`config.mk`:
```
export PLATFORM = sky130hd
export DESIGN_NAME = spm_cell
export DESIGN_NICKNAME = d
export VERILOG_FILES = /design/src/spm_pkg.sv /design/src/spm_cell.sv
export VERILOG_INCLUDE_DIRS = /design/src /design/src/src
export SDC_FILE = /design/constraint.sdc
export NUM_CORES = 1
export LEC_CHECK = 0
export ABC_CLOCK_PERIOD_IN_PS = 6200
export BUFFER_PORTS_ARGS = -buffer_cell sky130_fd_sc_hd__buf_2
export CELL_PAD_IN_SITES_DETAIL_PLACEMENT = 0
export CELL_PAD_IN_SITES_GLOBAL_PLACEMENT = 2
export CORE_UTILIZATION = 31
export CTS_BUF_LIST = sky130_fd_sc_hd__clkbuf_16
export CTS_CLUSTER_SIZE = 28
export DETAILED_ROUTE_END_ITERATION = 8
export GPL_ROUTABILITY_DRIVEN = 0
export PLACE_DENSITY_LB_ADDON = 0.1
export SYNTH_ARGS = -nofsm -noshare
export SYNTH_HDL_FRONTEND = slang
export SYNTH_SLANG_ARGS = --single-unit
export TNS_END_PERCENT = 1
```
`constraint.sdc`:
```
create_clock -name i_clk -period 6.2 [get_ports i_clk]
set_input_delay 0.93 -clock i_clk [delete_from_list [all_inputs] [get_ports i_clk]]
set_output_delay 0.93 -clock i_clk [all_outputs]
set_load 0.05 [all_outputs]
```
`src/assert_macros.svh`:
```
// ----------------------------------------------------------------------------
// assertion macros
// shared concurrent assertion wrappers, compiled out when SYNTH is defined
// ----------------------------------------------------------------------------
`ifndef ASSERT_MACROS_SVH
`define ASSERT_MACROS_SVH

`ifndef SYNTH
// clocked property, disabled while reset is asserted (active low)
`define SPM_ASSERT(lbl, clk, rst_n, prop, msg) \
    lbl: assert property (@(posedge clk) disable iff (!rst_n) prop) else $error(msg);
// clocked property that also holds during reset
`define SPM_ASSERT_ALWAYS(lbl, clk, prop, msg) \
    lbl: assert property (@(posedge clk) prop) else $error(msg);
`else
`define SPM_ASSERT(lbl, clk, rst_n, prop, msg)
`define SPM_ASSERT_ALWAYS(lbl, clk, prop, msg)
`endif

`endif

```
`src/spm_pkg.sv`:
```
// ----------------------------------------------------------------------------
// spm_pkg
// sizes, codes and types shared by the sparse polynomial multiplier
// ----------------------------------------------------------------------------
package spm_pkg;

    // store and field sizes
    localparam int MAX_TERMS     = 8;
    localparam int COEF_BITS     = 16;
    localparam int EXP_BITS      = 8;
    localparam int OUT_COEF_BITS = 38;
    localparam int OUT_EXP_BITS  = 9;

    // derived sizes
    localparam int NUM_CELLS  = MAX_TERMS * MAX_TERMS;
    localparam int PEXP_BITS  = EXP_BITS + 1;
    localparam int IDX_BITS   = (MAX_TERMS > 1) ? $clog2(MAX_TERMS) : 1;
    localparam int CNT_BITS   = $clog2(MAX_TERMS + 1);
    localparam int FLUSH_CYC  = NUM_CELLS + 4;
    localparam int FLUSH_BITS = $clog2(FLUSH_CYC + 1);

    // request codes
    typedef enum logic [1:0] {
        REQ_LOAD_A = 2'd0,
        REQ_LOAD_B = 2'd1,
        REQ_MUL    = 2'd2,
        REQ_CLEAR  = 2'd3
    } t_req;

    // sequencer states
    typedef enum logic [2:0] {
        ST_IDLE,
        ST_GEN,
        ST_FLUSH,
        ST_DRAIN,
        ST_ZERO
    } t_state;

    // one product term, either in flight or held by a cell
    typedef struct packed {
        logic                            vld;
        logic signed [OUT_COEF_BITS-1:0] coef;
        logic        [PEXP_BITS-1:0]     pexp;
    } t_term;

endpackage

```
`src/spm_cell.sv`:
```
// ----------------------------------------------------------------------------
// spm_cell
// one accumulation cell: claims a product exponent, folds in matching
// terms and hands other terms on to its right neighbor
// ----------------------------------------------------------------------------
`include "assert_macros.svh"

module spm_cell
    import spm_pkg::*;
(
    input  logic  i_clk,
    input  logic  i_rst_n,
    input  logic  i_clr,
    input  logic  i_shift,
    input  t_term i_tok,
    input  t_term i_next,
    output t_term o_tok,
    output t_term o_entry
);

    t_term r_ent, n_ent;
    t_term r_tok, n_tok;

    // clear, absorb, claim, pass on, or shift toward the output end
    always_comb begin
        n_ent     = r_ent;
        n_tok     = i_tok;
        n_tok.vld = 1'b0;
        if (i_clr) begin
            n_ent.vld = 1'b0;
        end else if (i_shift) begin
            n_ent = i_next;
        end else if (i_tok.vld) begin
            if (!r_ent.vld) begin
                n_ent = i_tok;
            end else if (r_ent.pexp == i_tok.pexp) begin
                n_ent.coef = r_ent.coef + i_tok.coef;
            end else begin
                n_tok = i_tok;
            end
        end
    end

    // state registers, only valid bits are reset
    always_ff @(posedge i_clk) begin
        if (!i_rst_n) begin
            r_ent.vld <= 1'b0;
            r_tok.vld <= 1'b0;
        end else begin
            r_ent <= n_ent;
            r_tok <= n_tok;
        end
    end

    assign o_tok   = r_tok;
    assign o_entry = r_ent;

    // checks
    `SPM_ASSERT(a_clr_empties, i_clk, i_rst_n, i_clr |=> !r_ent.vld && !r_tok.vld, "cell not cleared")
    `SPM_ASSERT(a_claim, i_clk, i_rst_n, i_tok.vld && !r_ent.vld && !i_clr && !i_shift |=> r_ent.vld && !r_tok.vld, "empty cell did not claim term")
    `SPM_ASSERT(a_fold, i_clk, i_rst_n, i_tok.vld && r_ent.vld && (r_ent.pexp == i_tok.pexp) && !i_clr && !i_shift |=> !r_tok.vld && (r_ent.coef == $past(r_ent.coef + i_tok.coef)), "matching term not folded")

endmodule

```
Yosys cells after proc, flatten, opt, wreduce, memory -nomap -nowiden
Cells that the tools add are included.

ROM bits: 0. Bits in latches: 0. Memories kept: 0. Register bits after elaboration: 96. RAM bits: 0. Input port bits: 100. Logic and storage cells: 29. Output and inout bits: 96.

Multipliers: 0. Mux-type cells: 10. Order comparisons: 0. Add/subtract/negate cells: 1. Shift-type cells: 0. Reductions and logical operators: 5. Div/mod/pow operators: 0. Bitwise operators: 4. Eq/ne operators: 3.

Operators by type and width (number): 47-bit two-way mux (4); 48-bit two-way mux (3); 38-bit two-way mux (2); 38-bit adder (1); 9-bit == test (1); 9-bit two-way mux (1); 4-bit AND reduction (2); 5-bit OR reduction (1); 1-bit NOT (4); 3-bit by 2-bit inequality test with 1-bit output, second input constant (1); 2-bit inequality test, second input constant (1); 2-bit nonzero test (1); 2-bit OR reduction (1).

Depth between registers and ports, before layout
Depth in word-level cells: 6. Gate-level depth with buffers: 12. Gate-level depth less buffers: 12.

Worst setup path before layout
Ideal clock, no wire load.

Path kind: input to register. Start point: input port i_shift. End point: register r_ent, in the netlist o_entry[10], enable pin. Data required time: 5719 ps. Buffers on the path: 2. Stages on the path: 4. Data arrival time: 4135 ps. Path slack: 1584 ps. Setup time: 481 ps. Path through: clkbuf_1 -> clkbuf_1 -> nor2_1 -> nor3_1.

Longest elaborated chain between the ends: 2. Elaborated cells on any way between the ends: 3. Classes of those cells: eq/ne (1); reduce/logical (2).

Ends and longest elaborated chain: start, declared (line spm_cell.sv:14) `input logic i_shift,`; 3-bit by 2-bit inequality test with 1-bit output (no source line) / 2-bit nonzero test (equally long branches); 4-bit AND reduction (no source line) *; end signal, assigned (line spm_cell.sv:50) `r_ent <= n_ent;`; end, declared (line spm_cell.sv:21) `t_term r_ent, n_ent;`.

Mark *: on every way between the ends. The rest lies on a longest branch, timed or not. A chain may end at the register's enable or synchronous reset.

Worst setup path after layout
Start point: input port i_tok[9] (netlist bit). End point: register r_ent, in the netlist o_entry[39] (data pin).

Longest elaborated chain between the ends: 5.

Ends and longest elaborated chain: start, declared (line spm_cell.sv:15) `input t_term i_tok,`; 38-bit adder (line spm_cell.sv:37) `n_ent.coef = r_ent.coef + i_tok.coef;`; 38-bit two-way mux (line spm_cell.sv:36) `end else if (r_ent.pexp == i_tok.pexp) begin`; 38-bit two-way mux (line spm_cell.sv:34) `if (!r_ent.vld) begin`; 48-bit two-way mux (line spm_cell.sv:33) `end else if (i_tok.vld) begin`; 48-bit two-way mux (line spm_cell.sv:31) `end else if (i_shift) begin`.

No other way between the ends. The select of a mux whose other input is x is not followed.

==> metrics.cfg <==
[grt]
grt_pass1_vias=4979
track_usage_pct=17.87
overflow=0
grt_max_degree=52
grt_first_pass_wirelength_um=26920
grt_antenna_before_repair=2

[route]
drc_errors=0
first_iter_violations=201
ant_nets=0
vias_per_cell=5.045
firstDrtPassIters=4
vias=4969
routed_wl_um=17280
wl_per_cell_um=17.54

[worst_hold_path]
hold-path-cell-count=1
hp-class=in2reg
hp-start=i_tok[44]
holdPathEnd=o_tok[44]$_DFFE_PP_

[synthesis]
yosysMostFrequentCell=edfxtp_1
netlist_instances=557
synthArstFlopShare_pct=0
synth_top_area_share_pct=47.68
syn-cell-area_mm2=0.005921
yosys-top-cells-count=edfxtp_1, a21oi_1, nand2_1
yosys-top-cells-area=edfxtp_1, ha_1, a21oi_1
synth_edf_count=94
yosys.area.top_type=edfxtp_1
synth_nets=695
yosys_most_used_dff=edfxtp_1
yosysSeqAreaShare_pct=48.35
synthDistinctLibCells=53
yosys_warnings=0
yosys_register_bits=96
synth.avg_cell_area_um2=10.63

[critical_path]
crit_slowest_cell=fa_1
path_class=in2reg
cp-end-kind=register
crit_chain=buf_2 > ha_1 > inv_1 > fa_1 > nand2b_1 > a21oi_2 > o21ai_1 > o21ai_1 > a41oi_2 > a21oi_1 > a21oi_1 > a211o_1
cpPeakStageDelay_ns=0.41
r2r_start=o_entry[9]$_DFFE_PP_
arrival_ns=3.40
startpoint_type=primary input
timing.rr.end=o_entry[39]$_DFFE_PP_
reg2reg_depth=11
ff2ff_setup_slack_ns=3.22
cp_max_fo=3
cp.required_ns=6.30

[floorplanning]
start_util_pct=31.65
die_area_mm2=0.01966
io_pins=196
fp-row-count=50
core_area_mm2=0.01871
die_y_um=140.2
die_x_um=140.2

[placed_design]
dpl.cell_count=968
pre_cts_ws_ns=2.527
portBuffers=195
dpl.hpwl_um=12900

[sta]
worst_pin_slew_ns=1.033
setup_ws_ns=2.905
min_period_ns=3.295
setup_viol=0
drv_slew=0
slew_headroom_pct=30.85
clock_skew_ns=0.01343
final.period_utilization_pct=53.14
fmax_mhz=303.5
rsz0062_at_grt=no
hold_viol_final=0
fin_setup_tns_ns=0

[clock_network]
clkSlewWorstSetupHoldPaths_ns=0.08
htreeDepth=3
numCtsBuffers=9
cts_root_buffer=clkbuf_16
clock_latency_ns=0.36
post_cts_buffers=0
cts_tree=done
cts_resized=0
hold_buffers=0
numClockSinks=96
cts_max_path_buffers=2

[layout]
nets=883
num-fill-cells=1907
regArea_mm2=0.002864
area_growth_pct=25.40
multiInputGateArea_mm2=0.002897
stdcell_count=985
drive_above_1_share_pct=32.80

[outcome]
outcome=complete, no violations

[power_and_ir_drop]
power.density_mw_per_mm2=248.6
ir_worst_vdd_mv=0.1238
leakage_nw=3.093

[job]
maxCapViolCount=0

worst max-delay path, delay by kind of cell:
family	cells	cell delay [ns]
compound gates	7	1.46
fa+ha+maj	2	0.62
buf+inv	2	0.19
simple gates	1	0.19
where the power goes:
group	switching (W)	internal (W)
combinational	0.000342	0.000161
sequential	0.0000183	0.000762
clock	0.000282	0.000281
layer usage:
| metal | vias up | wire, um | part of all wire, % | GRT usage (%) |
|---|---|---|---|---|
| met5 | - | 13 | 0.075 | 0 |
| met4 | 2 | 153 | 0.89 | 4.338 |
| met3 | 15 | 1075 | 6.2 | 5.060 |
| met2 | 150 | 7791 | 45 | 28.76 |
| met1 | 2333 | 8246 | 48 | 23.64 |
| li1 | 2469 | - | - | - |
area by class of cell:
cell class	count	share of cell area, %
sequential	96	38.57
inverter	20	1.011
timing repair buffer	199	13.55
antenna	1	0.03370
multi-input combinational	419	39.01
clock inverter	7	0.8426
tap	234	3.943
clock buffer	9	3.033
per-stage QoR:
step / hold WS [ns] / total power [W] / cell area, um^2 / util, %
CTS: 0.7625 / 0.001872 / 7422 / 39.68
global placement: 0.7516 / 0.001299 / 7134 / 38.14
finish: 0.7757 / 0.001846 / 7425 / 39.69
floorplan: 1.029 / 0.001153 / 5921 / -
detailed placement: 0.7856 / 0.001300 / 7134 / 38.14
global route: 0.7697 / 0.001938 / 7422 / 39.68
worst max-delay path by stage:
| stage | slack [ns] | endpoint | startpoint |
|---|---|---|---|
| after floorplan | 1.58 | o_entry[10]$_DFFE_PP_ | i_shift |
| after global placement | 2.62 | o_entry[39]$_DFFE_PP_ | i_tok[9] |
| after global routing | 2.74 | o_entry[39]$_DFFE_PP_ | i_tok[9] |
| after CTS | 2.88 | o_entry[39]$_DFFE_PP_ | i_tok[9] |
| final | 2.91 | o_entry[39]$_DFFE_PP_ | i_tok[9] |
| after detailed placement | 2.53 | o_entry[39]$_DFFE_PP_ | i_tok[9] |
logic make-up (layout without fill, tap and decap cells):
group                    after synthesis  count (layout)  synth area share (%)
other                                  0               1                     0
multiplexers                          27              27                 4.776
flip-flops                            96              96                 48.35
AND/OR/NAND/NOR                      141             141                 10.93
buffers and inverters                 42             235                 2.810
adder cells (fa/ha/maj)               38              38                 8.157
AO/OA/AOI/OAI                        173             173                 19.06
XOR/XNOR                              40              40                 5.917
flip-flops by register name, summed over array words and instances (netlist names):
| register | count |
|---|---|
| o_tok | 48 |
| o_entry | 48 |
cell usage in the layout (no fill, tap or decap), types with 3 or more instances in the layout:
master and instances:
o211ai_1 5, nand2_1 47, inv_1 20, nor2_1 44, ha_1 37, a21oi_1 47
xnor2_1 21, a21oi_2 9, o21ai_1 11, o21bai_1 4, clkinvlp_4 3, nor3_1 7
nand4_1 8, edfxtp_1 94, a211oi_1 8, o21ai_0 38, buf_4 4, o21a_1 3
xor2_1 19, buf_2 195, a22oi_1 12, mux2i_1 17, a211o_1 3, nand3_1 10
clkbuf_16 9, nand2b_1 4, nor2b_1 7, a31oi_1 4, a21o_1 13, mux2_2 10
No activity file was read; power rests on OpenSTA's default activity.
